--- src/rtl/core/at_response_stream_parser_defines.svh ---
// Assertion macros shared by the AT response stream parser RTL.
// Every macro samples on clk and is disabled while rst is high.
`ifndef AT_RESPONSE_STREAM_PARSER_DEFINES_SVH
`define AT_RESPONSE_STREAM_PARSER_DEFINES_SVH

// A property that must hold at every clock edge out of reset.
`define ATRSP_ASSERT(lbl, prop, msg) \
  lbl: assert property (@(posedge clk) disable iff (rst) (prop)) else $error(msg);

// A condition that must hold in the same cycle whenever the trigger is true.
`define ATRSP_ASSERT_IMPL(lbl, trig, cons, msg) \
  lbl: assert property (@(posedge clk) disable iff (rst) (trig) |-> (cons)) else $error(msg);

// A condition that must hold in the cycle after the trigger.
`define ATRSP_ASSERT_NEXT(lbl, trig, cons, msg) \
  lbl: assert property (@(posedge clk) disable iff (rst) (trig) |=> (cons)) else $error(msg);

`endif

--- src/rtl/core/atrsp_pkg.sv ---
// Shared types, character codes and fixed keyword tables for the AT response parser.
// Used by atrsp_word_match and at_response_stream_parser; depends on nothing.
package atrsp_pkg;

  // Character codes.
  localparam logic [7:0] CH_TAB   = 8'h09;
  localparam logic [7:0] CH_LF    = 8'h0A;
  localparam logic [7:0] CH_CR    = 8'h0D;
  localparam logic [7:0] CH_SPACE = 8'h20;
  localparam logic [7:0] CH_PLUS  = 8'h2B;
  localparam logic [7:0] CH_COMMA = 8'h2C;
  localparam logic [7:0] CH_COLON = 8'h3A;
  localparam logic [7:0] CH_GT    = 8'h3E;
  localparam logic [7:0] CH_A     = 8'h41;
  localparam logic [7:0] CH_T     = 8'h54;

  // Event codes reported on each result.
  typedef enum logic [3:0] {
    EV_NONE        = 4'd0,
    EV_OK          = 4'd1,
    EV_ERROR       = 4'd2,
    EV_SEND_OK     = 4'd3,
    EV_SEND_FAIL   = 4'd4,
    EV_READY       = 4'd5,
    EV_WIFI_CONN   = 4'd6,
    EV_WIFI_DISC   = 4'd7,
    EV_GOT_IP      = 4'd8,
    EV_CONN_OPEN   = 4'd9,
    EV_CONN_CLOSED = 4'd10,
    EV_PAYLOAD     = 4'd11,
    EV_PARSE_ERR   = 4'd12,
    EV_INVALID     = 4'd13
  } event_t;

  // Keywords tracked by the word matcher.
  localparam int N_WORDS      = 11;
  localparam int W_IPD        = 0;
  localparam int W_OK         = 1;
  localparam int W_ERROR      = 2;
  localparam int W_SEND_OK    = 3;
  localparam int W_SEND_FAIL  = 4;
  localparam int W_READY      = 5;
  localparam int W_WIFI_CONN  = 6;
  localparam int W_WIFI_DISC  = 7;
  localparam int W_GOT_IP     = 8;
  localparam int W_CONNECT    = 9;
  localparam int W_CLOSED     = 10;

  // Longest keyword, in characters.
  localparam int WORD_TEXT_LEN = 15;

  // Word buffer operations.
  typedef enum logic [1:0] {
    WOP_HOLD,   // leave the word unchanged
    WOP_CLEAR,  // empty the word
    WOP_START,  // empty the word, then append the character
    WOP_PUT     // append the character if there is room
  } word_op_t;

  // Control from the parser to the word matcher.
  typedef struct packed {
    word_op_t   op;
    logic [7:0] ch;
  } word_ctl_t;

  // Status from the word matcher: exact keyword hits for the word as it is
  // and for the word with the current character appended.
  typedef struct packed {
    logic [N_WORDS-1:0] cur_exact;
    logic [N_WORDS-1:0] put_exact;
    logic               echo;        // two or more characters, starting with "AT"
    logic               full;        // word holds its full capacity
    logic               conn_limit;  // nine or more characters after appending
  } word_stat_t;

  // Keyword text, left aligned and padded with zero bytes.
  function automatic logic [8*WORD_TEXT_LEN-1:0] word_text(input logic [3:0] k);
    logic [8*WORD_TEXT_LEN-1:0] t;
    t = '0;
    unique case (k)
      4'(W_IPD):       t = {"+IPD",            {11{8'h00}}};
      4'(W_OK):        t = {"OK",              {13{8'h00}}};
      4'(W_ERROR):     t = {"ERROR",           {10{8'h00}}};
      4'(W_SEND_OK):   t = {"SEND OK",         {8{8'h00}}};
      4'(W_SEND_FAIL): t = {"SEND FAIL",       {6{8'h00}}};
      4'(W_READY):     t = {"ready",           {10{8'h00}}};
      4'(W_WIFI_CONN): t = {"WIFI CONNECTED",  {1{8'h00}}};
      4'(W_WIFI_DISC): t = "WIFI DISCONNECT";
      4'(W_GOT_IP):    t = {"WIFI GOT IP",     {4{8'h00}}};
      4'(W_CONNECT):   t = {"CONNECT",         {8{8'h00}}};
      4'(W_CLOSED):    t = {"CLOSED",          {9{8'h00}}};
      default:         t = '0;
    endcase
    return t;
  endfunction

  // Keyword length in characters.
  function automatic logic [3:0] word_len(input logic [3:0] k);
    logic [3:0] n;
    n = '0;
    unique case (k)
      4'(W_IPD):       n = 4'd4;
      4'(W_OK):        n = 4'd2;
      4'(W_ERROR):     n = 4'd5;
      4'(W_SEND_OK):   n = 4'd7;
      4'(W_SEND_FAIL): n = 4'd9;
      4'(W_READY):     n = 4'd5;
      4'(W_WIFI_CONN): n = 4'd14;
      4'(W_WIFI_DISC): n = 4'd15;
      4'(W_GOT_IP):    n = 4'd11;
      4'(W_CONNECT):   n = 4'd7;
      4'(W_CLOSED):    n = 4'd6;
      default:         n = 4'd0;
    endcase
    return n;
  endfunction

  // Character at position p of keyword k; p must be below 15.
  function automatic logic [7:0] word_char(input logic [3:0] k, input logic [3:0] p);
    logic [8*WORD_TEXT_LEN-1:0] t;
    logic [3:0]                 q;
    t = word_text(k);
    q = 4'd14 - p;
    return t[{q, 3'b000} +: 8];
  endfunction

endpackage

--- src/rtl/core/atrsp_word_match.sv ---
// Incremental keyword matcher for the AT response parser: keeps the word length
// and one running prefix-match bit per keyword instead of the characters. Uses atrsp_pkg.
module atrsp_word_match #(
  parameter int WORD_CAPACITY = 32
) (
  input  logic                   clk,
  input  logic                   rst,
  input  atrsp_pkg::word_ctl_t   ctl,
  output atrsp_pkg::word_stat_t  stat
);

  localparam int CW = $clog2(WORD_CAPACITY + 1);

  logic [CW-1:0]                  count;
  logic [CW-1:0]                  count_next;
  logic [atrsp_pkg::N_WORDS-1:0]  match;
  logic [atrsp_pkg::N_WORDS-1:0]  match_next;
  logic                           at_pref;
  logic                           at_pref_next;

  // Prefix bits and length for the word with ctl.ch appended at position pos.
  logic [CW-1:0]                  pos;
  logic [CW-1:0]                  put_count;
  logic [atrsp_pkg::N_WORDS-1:0]  put_match;
  logic                           put_at;
  logic                           room;

  // Append logic: a keyword stays a candidate while every character so far matches.
  always_comb begin
    pos  = (ctl.op == atrsp_pkg::WOP_START) ? '0 : count;
    room = (ctl.op == atrsp_pkg::WOP_START) || (count < CW'(WORD_CAPACITY));
    put_count = room ? CW'(pos + 1'b1) : count;
    for (int k = 0; k < atrsp_pkg::N_WORDS; k++) begin
      put_match[k] = room
                   ? (((pos == '0) || match[k])
                      && (pos < {{(CW-4){1'b0}}, atrsp_pkg::word_len(4'(k))})
                      && (ctl.ch == atrsp_pkg::word_char(4'(k), pos[3:0])))
                   : match[k];
    end
    if (!room) begin
      put_at = at_pref;
    end else if (pos == '0) begin
      put_at = (ctl.ch == atrsp_pkg::CH_A);
    end else if (pos == CW'(1)) begin
      put_at = at_pref && (ctl.ch == atrsp_pkg::CH_T);
    end else begin
      put_at = at_pref;
    end
  end

  // Next register values per operation.
  always_comb begin
    count_next   = count;
    match_next   = match;
    at_pref_next = at_pref;
    unique case (ctl.op)
      atrsp_pkg::WOP_HOLD: begin
      end
      atrsp_pkg::WOP_CLEAR: begin
        count_next = '0;
      end
      atrsp_pkg::WOP_START, atrsp_pkg::WOP_PUT: begin
        count_next   = put_count;
        match_next   = put_match;
        at_pref_next = put_at;
      end
      default: begin
      end
    endcase
  end

  // Word length and match bits.
  always_ff @(posedge clk) begin
    if (rst) begin
      count <= '0;
    end else begin
      count <= count_next;
    end
    match   <= match_next;
    at_pref <= at_pref_next;
  end

  // Status: exact hits need the full keyword length as well.
  always_comb begin
    for (int k = 0; k < atrsp_pkg::N_WORDS; k++) begin
      stat.cur_exact[k] = match[k]
                        && (count == {{(CW-4){1'b0}}, atrsp_pkg::word_len(4'(k))});
      stat.put_exact[k] = put_match[k]
                        && (put_count == {{(CW-4){1'b0}}, atrsp_pkg::word_len(4'(k))});
    end
    stat.echo       = at_pref && (count >= CW'(2));
    stat.full       = (count >= CW'(WORD_CAPACITY));
    stat.conn_limit = (put_count >= CW'(9));
  end

endmodule

--- src/rtl/core/at_response_stream_parser.sv ---
// Top level of the AT response stream parser: input register, parse step, result register.
// Depends on atrsp_pkg, atrsp_word_match and at_response_stream_parser_defines.svh.
//
//   Channel  Handshake            Content
//   s_       s_tvalid/s_tready    s_tdata: received character
//   m_       m_tvalid/m_tready    m_tdata: result fields, m_tuser: event, m_tlast: last payload byte
//   cfg_     cfg_valid/cfg_ready  cfg_index: register, cfg_data: value
//
// Each character gives exactly one result. It is parsed from the input register into the result
// register, which raises m_tvalid. One character per cycle is sustained while m_tready stays
// high; the parse step sits between the input register and the result register.
// A stall on m_ backs up through the input register into s_tready.
// Synchronous reset returns to idle with the limits at 5 and 2048; no clearing pass.
// cfg_ready is always high; writes to indexes other than 0 and 1 are ignored.
`include "at_response_stream_parser_defines.svh"

module at_response_stream_parser #(
  parameter int WORD_CAPACITY = 32
) (
  input  logic        clk,
  input  logic        rst,
  // Input stream.
  input  logic        s_tvalid,
  output logic        s_tready,
  input  logic [7:0]  s_tdata,    // [7:0] rx_byte
  // Result stream.
  output logic        m_tvalid,
  input  logic        m_tready,
  output logic [39:0] m_tdata,    // [6:0] conn_number, [22:7] frame_length,
                                  // [30:23] payload_byte, [31] prompt_seen,
                                  // [32] may_send, [36:33] parser_state, [39:37] zero
  output logic [3:0]  m_tuser,    // [3:0] event_res
  output logic        m_tlast,    // last_byte
  // Register writes.
  input  logic        cfg_valid,
  output logic        cfg_ready,
  input  logic [1:0]  cfg_index,
  input  logic [11:0] cfg_data
);

  // Register indexes.
  localparam logic [1:0] REG_ID_LIMIT  = 2'd0;
  localparam logic [1:0] REG_LEN_LIMIT = 2'd1;

  typedef enum logic [3:0] {
    ST_IDLE      = 4'd0,
    ST_WORD      = 4'd1,
    ST_ID        = 4'd2,
    ST_CONN_WORD = 4'd3,
    ST_IPD_ID    = 4'd4,
    ST_LEN       = 4'd5,
    ST_DATA      = 4'd6,
    ST_SKIP      = 4'd7,
    ST_ECHO      = 4'd8
  } pstate_t;

  // Configuration.
  logic [3:0]  id_limit;
  logic [11:0] length_limit;

  // Input register.
  logic        in_valid;
  logic [7:0]  in_byte;
  logic        advance;

  // Parser state.
  pstate_t     state, state_next;
  logic [6:0]  id_value, id_value_next;
  logic [15:0] length_value, length_value_next;
  logic [11:0] payload_count, payload_count_next;
  logic        was_idle;

  // Result register.
  logic [3:0]  r_event;
  logic [6:0]  r_conn;
  logic [15:0] r_flen;
  logic [7:0]  r_pbyte;
  logic        r_last;
  logic        r_prompt;
  logic        r_may_send;
  logic [3:0]  r_state;

  // Parse step outputs.
  atrsp_pkg::event_t ev;
  logic [6:0]  num;
  logic [15:0] flen;
  logic [7:0]  pbyte;
  logic        last;
  logic        prompt;
  atrsp_pkg::word_op_t wop;

  atrsp_pkg::word_ctl_t  wctl;
  atrsp_pkg::word_stat_t wstat;

  // Character classes and arithmetic.
  logic        c_nl, c_blank, c_num, c_letter;
  logic [3:0]  dig;
  logic [19:0] len_mul;
  logic [15:0] len_new;
  logic [10:0] id_mul;
  logic [6:0]  id_new;
  logic [11:0] pc_new;
  logic        num_ok;

  // Configuration writes.
  assign cfg_ready = 1'b1;

  always_ff @(posedge clk) begin
    if (rst) begin
      id_limit     <= 4'd5;
      length_limit <= 12'd2048;
    end else if (cfg_valid && cfg_ready) begin
      if (cfg_index == REG_ID_LIMIT) begin
        id_limit <= cfg_data[3:0];
      end else if (cfg_index == REG_LEN_LIMIT) begin
        length_limit <= cfg_data;
      end
    end
  end

  // Input register: refills in the cycle its character moves on.
  assign advance  = in_valid && (!m_tvalid || m_tready);
  assign s_tready = !in_valid || advance;

  always_ff @(posedge clk) begin
    if (rst) begin
      in_valid <= 1'b0;
    end else if (s_tvalid && s_tready) begin
      in_valid <= 1'b1;
    end else if (advance) begin
      in_valid <= 1'b0;
    end
    if (s_tvalid && s_tready) begin
      in_byte <= s_tdata;
    end
  end

  // Keyword matcher.
  assign wctl.op = advance ? wop : atrsp_pkg::WOP_HOLD;
  assign wctl.ch = in_byte;

  atrsp_word_match #(
    .WORD_CAPACITY(WORD_CAPACITY)
  ) u_word_match (
    .clk  (clk),
    .rst  (rst),
    .ctl  (wctl),
    .stat (wstat)
  );

  // Event for a finished status line.
  function automatic atrsp_pkg::event_t line_event(input logic [atrsp_pkg::N_WORDS-1:0] hit);
    atrsp_pkg::event_t e;
    priority if (hit[atrsp_pkg::W_OK])        e = atrsp_pkg::EV_OK;
    else if (hit[atrsp_pkg::W_ERROR])         e = atrsp_pkg::EV_ERROR;
    else if (hit[atrsp_pkg::W_SEND_OK])       e = atrsp_pkg::EV_SEND_OK;
    else if (hit[atrsp_pkg::W_SEND_FAIL])     e = atrsp_pkg::EV_SEND_FAIL;
    else if (hit[atrsp_pkg::W_READY])         e = atrsp_pkg::EV_READY;
    else if (hit[atrsp_pkg::W_WIFI_CONN])     e = atrsp_pkg::EV_WIFI_CONN;
    else if (hit[atrsp_pkg::W_WIFI_DISC])     e = atrsp_pkg::EV_WIFI_DISC;
    else if (hit[atrsp_pkg::W_GOT_IP])        e = atrsp_pkg::EV_GOT_IP;
    else                                      e = atrsp_pkg::EV_PARSE_ERR;
    return e;
  endfunction

  // Character classes, the times-ten step for ids and lengths, and the payload count.
  always_comb begin
    c_nl     = (in_byte == atrsp_pkg::CH_CR) || (in_byte == atrsp_pkg::CH_LF);
    c_blank  = (in_byte == atrsp_pkg::CH_SPACE) || (in_byte == atrsp_pkg::CH_TAB);
    c_num    = (in_byte >= 8'h30) && (in_byte <= 8'h39);
    c_letter = ((in_byte >= 8'h61) && (in_byte <= 8'h7A))
            || ((in_byte >= 8'h41) && (in_byte <= 8'h5A));
    dig      = in_byte[3:0];
    len_mul  = {1'b0, length_value, 3'b000} + {3'b000, length_value, 1'b0} + {16'd0, dig};
    len_new  = len_mul[15:0];
    id_mul   = {1'b0, id_value, 3'b000} + {3'b000, id_value, 1'b0} + {7'd0, dig};
    id_new   = (id_mul > 11'd127) ? 7'd127 : id_mul[6:0];
    pc_new   = payload_count + 12'd1;
    num_ok   = (state == ST_LEN) ? (len_new <= {4'd0, length_limit})
                                 : (id_new < {3'd0, id_limit});
  end

  // Parse step for one character.
  always_comb begin
    ev                 = atrsp_pkg::EV_NONE;
    num                = '0;
    flen               = '0;
    pbyte              = '0;
    last               = 1'b0;
    prompt             = 1'b0;
    wop                = atrsp_pkg::WOP_HOLD;
    state_next         = state;
    id_value_next      = id_value;
    length_value_next  = length_value;
    payload_count_next = payload_count;

    unique case (state)
      ST_IDLE: begin
        priority if (c_nl || c_blank) begin
        end else if (in_byte == atrsp_pkg::CH_GT) begin
          prompt = 1'b1;
        end else if (c_num) begin
          id_value_next      = {3'd0, dig};
          length_value_next  = '0;
          payload_count_next = '0;
          wop                = atrsp_pkg::WOP_CLEAR;
          if (dig < id_limit) begin
            state_next = ST_ID;
          end else begin
            ev         = atrsp_pkg::EV_INVALID;
            num        = {3'd0, dig};
            state_next = ST_SKIP;
          end
        end else if (c_letter || (in_byte == atrsp_pkg::CH_PLUS)) begin
          wop        = atrsp_pkg::WOP_START;
          state_next = ST_WORD;
        end else begin
          state_next = ST_SKIP;
        end
      end

      ST_WORD: begin
        priority if (in_byte == atrsp_pkg::CH_COMMA) begin
          if (wstat.cur_exact[atrsp_pkg::W_IPD]) begin
            wop                = atrsp_pkg::WOP_CLEAR;
            length_value_next  = '0;
            payload_count_next = '0;
            id_value_next      = '0;
            state_next         = ST_IPD_ID;
          end else begin
            ev         = atrsp_pkg::EV_PARSE_ERR;
            state_next = ST_SKIP;
          end
        end else if (c_letter || c_blank) begin
          if (wstat.full) begin
            ev         = atrsp_pkg::EV_PARSE_ERR;
            state_next = ST_SKIP;
          end else begin
            wop = atrsp_pkg::WOP_PUT;
          end
        end else if (c_nl) begin
          if (wstat.echo) begin
            state_next = ST_ECHO;
          end else begin
            ev         = line_event(wstat.cur_exact);
            state_next = ST_IDLE;
          end
        end else begin
          ev         = atrsp_pkg::EV_PARSE_ERR;
          state_next = ST_SKIP;
        end
      end

      ST_ID, ST_IPD_ID, ST_LEN: begin
        priority if (c_num) begin
          if (state == ST_LEN) begin
            length_value_next = len_new;
          end else begin
            id_value_next = id_new;
          end
          if (!num_ok) begin
            ev         = atrsp_pkg::EV_INVALID;
            num        = (state == ST_LEN) ? id_value : id_new;
            flen       = (state == ST_LEN) ? len_new : length_value;
            state_next = ST_SKIP;
          end
        end else if ((state == ST_LEN) && (in_byte == atrsp_pkg::CH_COLON)) begin
          state_next = (length_value == '0) ? ST_IDLE : ST_DATA;
        end else if ((state != ST_LEN) && (in_byte == atrsp_pkg::CH_COMMA)) begin
          state_next = (state == ST_IPD_ID) ? ST_LEN : ST_CONN_WORD;
        end else begin
          ev         = atrsp_pkg::EV_INVALID;
          num        = id_value;
          state_next = c_nl ? ST_IDLE : ST_SKIP;
        end
      end

      ST_CONN_WORD: begin
        if (c_letter) begin
          wop = atrsp_pkg::WOP_PUT;
          priority if (wstat.put_exact[atrsp_pkg::W_CONNECT]) begin
            ev         = atrsp_pkg::EV_CONN_OPEN;
            num        = id_value;
            state_next = ST_IDLE;
          end else if (wstat.put_exact[atrsp_pkg::W_CLOSED]) begin
            ev         = atrsp_pkg::EV_CONN_CLOSED;
            num        = id_value;
            state_next = ST_IDLE;
          end else if (wstat.conn_limit) begin
            ev         = atrsp_pkg::EV_PARSE_ERR;
            state_next = ST_SKIP;
          end else begin
          end
        end else begin
          ev         = atrsp_pkg::EV_PARSE_ERR;
          state_next = c_nl ? ST_IDLE : ST_SKIP;
        end
      end

      ST_DATA: begin
        payload_count_next = pc_new;
        ev                 = atrsp_pkg::EV_PAYLOAD;
        num                = id_value;
        pbyte              = in_byte;
        if ({4'd0, pc_new} == length_value) begin
          last       = 1'b1;
          flen       = length_value;
          state_next = ST_IDLE;
        end
      end

      // Skip and echo both wait for whitespace or a newline.
      default: begin
        if (c_nl || c_blank) begin
          state_next = ST_IDLE;
        end
      end
    endcase
  end

  // Parser state and result register, both updated as a character moves on.
  always_ff @(posedge clk) begin
    if (rst) begin
      state         <= ST_IDLE;
      id_value      <= '0;
      length_value  <= '0;
      payload_count <= '0;
      was_idle      <= 1'b0;
      m_tvalid      <= 1'b0;
    end else begin
      if (advance) begin
        state         <= state_next;
        id_value      <= id_value_next;
        length_value  <= length_value_next;
        payload_count <= payload_count_next;
        was_idle      <= (state_next == ST_IDLE);
        m_tvalid      <= 1'b1;
      end else if (m_tready) begin
        m_tvalid <= 1'b0;
      end
    end
    if (advance) begin
      r_event    <= ev;
      r_conn     <= num;
      r_flen     <= flen;
      r_pbyte    <= pbyte;
      r_last     <= last;
      r_prompt   <= prompt;
      r_may_send <= !was_idle && (state_next == ST_IDLE);
      r_state    <= state_next;
    end
  end

  // Result transaction fields.
  assign m_tdata = {3'b000, r_state, r_may_send, r_prompt, r_pbyte, r_flen, r_conn};
  assign m_tuser = r_event;
  assign m_tlast = r_last;

  // Checks on the parse logic.
  `ATRSP_ASSERT_IMPL(a_last_is_payload, m_tvalid && m_tlast, m_tuser == atrsp_pkg::EV_PAYLOAD, "last byte flag on a non-payload event")
  `ATRSP_ASSERT_IMPL(a_may_send_idle, m_tvalid && m_tdata[32], m_tdata[36:33] == ST_IDLE, "may_send raised outside idle")
  `ATRSP_ASSERT(a_data_count, (state != ST_DATA) || ({4'd0, payload_count} < length_value), "payload count ran past the frame length")
  `ATRSP_ASSERT_NEXT(a_result_loaded, advance, m_tvalid, "parsed character produced no result")

endmodule

--- config.mk ---
export PLATFORM = sky130hd
export DESIGN_NAME = at_response_stream_parser
export DESIGN_NICKNAME = d
export VERILOG_FILES = /design/src/rtl/core/atrsp_pkg.sv /design/src/rtl/core/atrsp_word_match.sv /design/src/rtl/core/at_response_stream_parser.sv
export VERILOG_INCLUDE_DIRS = /design/src /design/src/rtl/core
export SDC_FILE = /design/constraint.sdc
export NUM_CORES = 1
export LEC_CHECK = 0
export BUFFER_PORTS_ARGS = -buffer_cell sky130_fd_sc_hd__buf_2
export CAP_MARGIN = 20
export CORE_ASPECT_RATIO = 1.75
export CORE_MARGIN = 4
export CORE_UTILIZATION = 54
export DETAILED_ROUTE_END_ITERATION = 10
export PLACE_DENSITY = 0.73
export REMOVE_ABC_BUFFERS = 1
export SYNTH_ARGS = -nofsm -noshare
export SYNTH_HDL_FRONTEND = slang
export SYNTH_SLANG_ARGS = --single-unit
export TNS_END_PERCENT = 20
--- constraint.sdc ---
create_clock -name clk -period 7.4 [get_ports clk]
set_input_delay 1.11 -clock clk [delete_from_list [all_inputs] [get_ports clk]]
set_output_delay 1.11 -clock clk [all_outputs]
set_load 0.1 [all_outputs]
# Word level (Yosys, flattened, before mapping)
# Index checks and enable logic that the tools add are counted.
# word_totals
output_inout_bits	48
input_bits	27
register_bits	126
wordCells	317
# op_classes
muxes	116
shift	11
add_sub_neg	7
magnitude_cmp	23
n_eq_ne	50
n_bitwise	2
reduce_logical	86
# op_table
cell	count
$shiftx A120 B8 Y8 const A	11
$mux W4	45
$mux W16	10
$mux W7	15
$eq A8 B8 Y1	11
$mux W12	5
$pmux W16 S3	1
$logic_and A1 B1 Y1	43
$eq A8 B6 Y1 const B	5
$pmux W4 S5	2
$pmux W12 S3	1
$pmux W16 S2	1
$eq A6 B3 Y1 const B	5
$pmux W7 S4	1
$eq A6 B4 Y1 const B	4
$eq A8 B4 Y1 const B	3
$lt A6 B3 Y1 const B	4
$lt A6 B4 Y1 const B	4
$mux W3	8
$pmux W7 S3	1
$logic_or A1 B1 Y1	20
$mux W2	10
$add A16 B16 Y16	1
$add A16 B4 Y16	1
other kinds (48)	83

# Logic depth before layout (Yosys ltp)
# depth
word_depth	24
ltp_mapped	24
mapped_depth_nobuf	20

# Cells and area by module
# A second synthesis with hierarchy kept.
# hier_totals
cells_unflattened	1385
area_unflattened_um2	11195.7
# by_module_without_submodules
mod	n_inst	area_per_inst_um2	seq_area_each_um2	cells_per_inst
at_response_stream_parser	1	7516.0	2662.6	855
atrsp_word_match	1	3679.8	480.5	530

# Worst setup path before layout
# OpenSTA, ideal clock, no wires.
# synth_timing
path_kind	input to register
start	input m_tready
end	register was_idle
arrival_time_ns	5.835
cell_stages	24
slack_ns	1.470
setup_ns	0.096
required_ns	7.304
n_path_buf	5
path_cell_list	nand2b_1 -> nand2_1 -> inv_2 -> and3_1 -> clkbuf_1 -> nand3_2 -> nand2_1 -> inv_1 -> ha_1 -> ha_1 -> clkbuf_1 -> clkbuf_1 -> buf_1 -> inv_1 -> clkbuf_1 -> ha_1 -> nor3_1 -> a21oi_1 -> o211ai_1 -> nand4_1 -> a31oi_1 -> nand3_1 -> a211o_1 -> o41ai_2
# synth_between
elab_chain_len	16
elab_cells_between_ends	35
cone_classes	add/sub: 2; order compare: 3; eq/ne: 5; shift: 2; mux: 10; reduce/logical: 13
# synth_rtl
item	line	text
start, declared	at_response_stream_parser.sv:28	input logic m_tready,
$logic_or A1 B1 Y1 (*)	at_response_stream_parser.sv:122	assign advance = in_valid && (!m_tvalid || m_tready);
$logic_and A1 B1 Y1 (*)	at_response_stream_parser.sv:122	
$mux W2 (*)	at_response_stream_parser.sv:139	assign wctl.op = advance ? wop : atrsp_pkg::WOP_HOLD;
$eq A2 B2 Y1 (*)	atrsp_word_match.sv:30, atrsp_word_match.sv:31	
$mux W6	atrsp_word_match.sv:30	pos = (ctl.op == atrsp_pkg::WOP_START) ? '0 : count;
$sub A4 B4 Y4 / $logic_not A6 Y1 (equally long branches)	atrsp_pkg.sv:123, atrsp_word_match.sv:35	
$shiftx A120 B8 Y8 / $logic_or A1 B1 Y1 (equally long branches)	atrsp_pkg.sv:124, atrsp_word_match.sv:35	
$eq A8 B8 Y1 / $logic_and A1 B1 Y1 (equally long branches)	atrsp_word_match.sv:37, atrsp_word_match.sv:36	
$logic_and A1 B1 Y1	atrsp_word_match.sv:37	&& (ctl.ch == atrsp_pkg::word_char(4'(k), pos[3:0])))
$mux W1	atrsp_word_match.sv:35	? (((pos == '0) || match[k])
$logic_and A1 B1 Y1	atrsp_word_match.sv:89	&& (put_count == {{(CW-4){1'b0}}, atrsp_pkg::word_len(4'(k))});
$mux W4	at_response_stream_parser.sv:285	end else if (wstat.put_exact[atrsp_pkg::W_CLOSED]) begin
$mux W4 (*)	at_response_stream_parser.sv:281	priority if (wstat.put_exact[atrsp_pkg::W_CONNECT]) begin
$mux W4 (*)	at_response_stream_parser.sv:279	if (c_letter) begin
$pmux W4 S5 (*)	at_response_stream_parser.sv:197	unique case (state)
net state_next[0]	at_response_stream_parser.sv:67	pstate_t state, state_next;
$logic_not A4 Y1 (*)	at_response_stream_parser.sv:336	was_idle <= (state_next == ST_IDLE);
end signal, assigned	at_response_stream_parser.sv:336	
end, declared	at_response_stream_parser.sv:71	logic was_idle;
# The timed path passes the listed nets; every way through them passes the cells marked *.
# A chain may end at the register's enable or synchronous reset.

# Worst setup path after layout
# layout_timing
start	register in_byte[3]
end	register was_idle
# layout_between
elab_chain_len	23
elab_cells_between_ends	88
cone_classes	add/sub: 4; order compare: 13; eq/ne: 13; shift: 2; mux: 34; reduce/logical: 22
# layout_rtl
item	line	text
start, declared	at_response_stream_parser.sv:63	logic [7:0] in_byte;
start signal, assigned	at_response_stream_parser.sv:134	in_byte <= s_tdata;
$ge A8 B7 Y1, or another cell as far along	at_response_stream_parser.sv:171	c_letter = ((in_byte >= 8'h61) && (in_byte <= 8'h7A))
$logic_and A1 B1 Y1, on equally long branches	at_response_stream_parser.sv:171, at_response_stream_parser.sv:172	
$logic_or A1 B1 Y1	at_response_stream_parser.sv:172	|| ((in_byte >= 8'h41) && (in_byte <= 8'h5A));
$logic_or A1 B1 Y1	at_response_stream_parser.sv:214	end else if (c_letter || (in_byte == atrsp_pkg::CH_PLUS)) begin
$mux W2	at_response_stream_parser.sv:214	
$mux W2	at_response_stream_parser.sv:202	end else if (c_num) begin
$mux W2	at_response_stream_parser.sv:200	end else if (in_byte == atrsp_pkg::CH_GT) begin
$mux W2	at_response_stream_parser.sv:199	priority if (c_nl || c_blank) begin
[8 not listed]	--	
$mux W1	atrsp_word_match.sv:35	
$logic_and A1 B1 Y1	atrsp_word_match.sv:89	
$mux W4	at_response_stream_parser.sv:285	
$mux W4	at_response_stream_parser.sv:281	
$mux W4	at_response_stream_parser.sv:279	
$pmux W4 S5 (*)	at_response_stream_parser.sv:197	
net state_next[0]	at_response_stream_parser.sv:67	
$logic_not A4 Y1 (*)	at_response_stream_parser.sv:336	
# Marks and branches as above.

==> run metrics <==
status=complete, no violations; Max Buffers Root-to-Sink=2; CP endpoint kind=flip-flop; final setup violation count=0; first drt pass iteration count=6; Total Wirelength=around 34,000 um; clk_lat worst skew=about 420 ps; CP arrival=6650 ps; highest clock rate=around 0.16 GHz; initial antenna violation count=0; Peak VDD IR=approximately 170 uV; Worst-path clk slew=60 ps; Net Sw Frac=29.93%; hpwl dp=24,660 um; Non-Filler Instances=between 1,500 and 2,000; largest area contributor in the netlist=edfxtp_1; row count=66; clock power share=42.7%; post-CTS sizing=0; share of cells above drive strength 1=12.35%; P_leak=4.507 nW; largest cells by area after synthesis=edfxtp_1 18%, dfxtp_1 12%, ha_1 8.4%; antenna cells=0; wire length per cell=between 20 and 25 um; power per cell area=roughly 170 nW/um^2; required time of the critical path=a little under 8000 ps; crit-path max FO=30; Layout Nets=approximately 1,400; DP Cell Count=about 1,500; Setup crit start kind=flip-flop; Worst Tran Pin Value=around 940 ps; I/O Pins=75; proportion of power drawn by flip-flops and latches=between 40% and 50%; switching power=~0.00057 W; Slew Limit Fails=0; global route overflow=0; GP Congestion=about 1.0; Synth Warn #=0; DRC=0; Die Ht=around 190 um; DIE AREA=around 21,000 um^2; top cells by count, synth=132 x nor2_1, 112 x nand2_1, 107 x a21oi_1; via/cell ratio=6.612; internal power=about 0.0013 W; Worst Setup Path Type=reg2reg; FFs w/ async S/R, synth=0%; setup ws final=~1100 ps; I/O Buffers=70; Avg Cell Area, Syn=roughly 8 um^2; max-cap violations=0; largest net degree at the start of global routing=66; Core ar.=about 19,000 um^2; Final period util=a little under nine tenths; EDFF count, synth=62; first-pass GRT wire length=roughly 53,000 um; worst clock skew=roughly 9.4 ps; RSZ-0062 raised after global routing=false; Die W=112.2 um; Post-CTS Setup Bufs=0; Total Neg Setup Slack=0 ps; GR Util All Layers=31.01%; sequential share of the synthesized area=a little under a third; type of the worst min-delay path=reg2reg; area added between synthesis and finish=10.16%; Cell Area, Synth=between 10,000 and 15,000 um^2; top-count cell post-synth=nor2_1; combinational share of power=16.2%; TritonCTS Sinks=between 100 and 150; max_slew headroom=37.37%; DR vias=between 10,000 and 15,000; hold buffer count at CTS=0; Yosys reg bits=~130; initial core utilization=approximately 55%; Clock Root Buffer=clkbuf_16; CTS tree=done; Yosys cell types=95; Initial DRC Count=approximately 850; Main synth FF type=dfxtp_1; Post-Synthesis Cells=between 1,000 and 1,500; Tmin final=6333 ps; share of the synthesized area in the top cell type=around 18%; CTS buffer count=17; Util after Layout=between 60% and 70%; pre-CTS WS=997.9 ps; Routed Antenna Nets=0; Hold Vio Cnt, Final=0; CTS HTree Levels=4; vias in the first global route=between 9,000 and 10,000
per-stage QoR:
step / hold WS, ps / cell area [um^2] / power, W
global placement: 443.9 / 10730 / 0.001094
global route: 470.8 / 11300 / 0.001965
finish: 453.0 / 11300 / 0.001904
CTS: 455.6 / 11290 / 0.001903
detailed placement: 447.8 / 10730 / 0.001098
floorplan: 430.3 / 9883 / 0.001009
critical path, stage by stage, from the launching register on:
cell and delay, ps:
edfxtp_1 830, and4bb_2 390, nand4_1 220, and4_1 390, nand3_2 80, buf_4 220
nand2_1 80, buf_4 190, inv_1 250, ha_1 380, ha_1 640, nor2b_1 310
a2111oi_0 380, o21ai_0 150, a211oi_1 280, o21a_1 170, nand4_1 180, a31oi_1 250
nand3_1 140, a211o_1 380, o41ai_2 310
cell type report:
type,count,area [um^2]
multi-input combinational,1008,6598
sequential,126,3143
clock inverter,6,58.81
inverter,41,153.9
fill,1744,7358
clock buffer,26,500.5
timing repair buffer,97,553.0
tap,238,297.8
final timing paths:
kind / depth (start not counted) / slack, ps / from / endpoint
worst max register to register: 20 / 1070 / in_byte[3] / was_idle
worst min-delay path: 2 / 450 / length_limit[5] / length_limit[5]
worst max-delay path: 20 / 1070 / in_byte[3] / was_idle
worst min register to register: 2 / 450 / length_limit[5] / length_limit[5]
cell families (layout without fill, tap and decap cells):
family,Yosys count,in the layout,share of synthesized area (%)
and+or+nand+nor,478,478,23.70
AOI/OAI and AO/OA,374,374,24.21
buffers and inverters,135,170,5.267
DFF,126,126,30.63
adders and majority gates,73,73,9.193
xor gates and xnor gates,69,69,5.889
muxes,10,10,1.036
other,2,4,0.07318
routing by layer:
metal | vias to the layer above | wire length (um) | GRT usage (%)
met4 | 0 | 2635 | 22.40
met5 | - | 0 | 0
met2 | 542 | 17520 | 56.66
met3 | 163 | 1901 | 4.128
met1 | 4765 | 11600 | 31.93
li1 | 4725 | - | -
layout by cell type, fill, tap and decap left out, drive strengths merged, types with 24 or more instances in the layout:
cell and n:
xor2 26, nand3 35, dfxtp 64, ha 69
nand2 112, edfxtp 62, nor3 33, buf 97
nor2 135, a21oi 108, o21ai 82, xnor2 43
clkbuf 26, nor4 24, inv 41
sequential cells by signal (all words and copies together) (netlist names), 4 cells and up:
signal	count
r_state	4
length_limit	12
m_tuser	4
payload_count	12
id_limit	4
length_value	16
id_value	7
state	4
r_flen	16
r_pbyte	8
u_word_match.count	6
r_conn	7
in_byte	8
u_word_match.match	11
power by group through the flow:
stage | Clock, W | Sequential (W) | Combinational (W)
after CTS | 0.000818 | 0.000780 | 0.000305
after detailed placement | 0 | 0.000795 | 0.000303
after global routing | 0.000855 | 0.000783 | 0.000328
after floorplan | 0 | 0.000866 | 0.000143
final | 0.000813 | 0.000781 | 0.000309
after global placement | 0 | 0.000795 | 0.000300
Note: power is estimated with default switching activity, not from simulation.
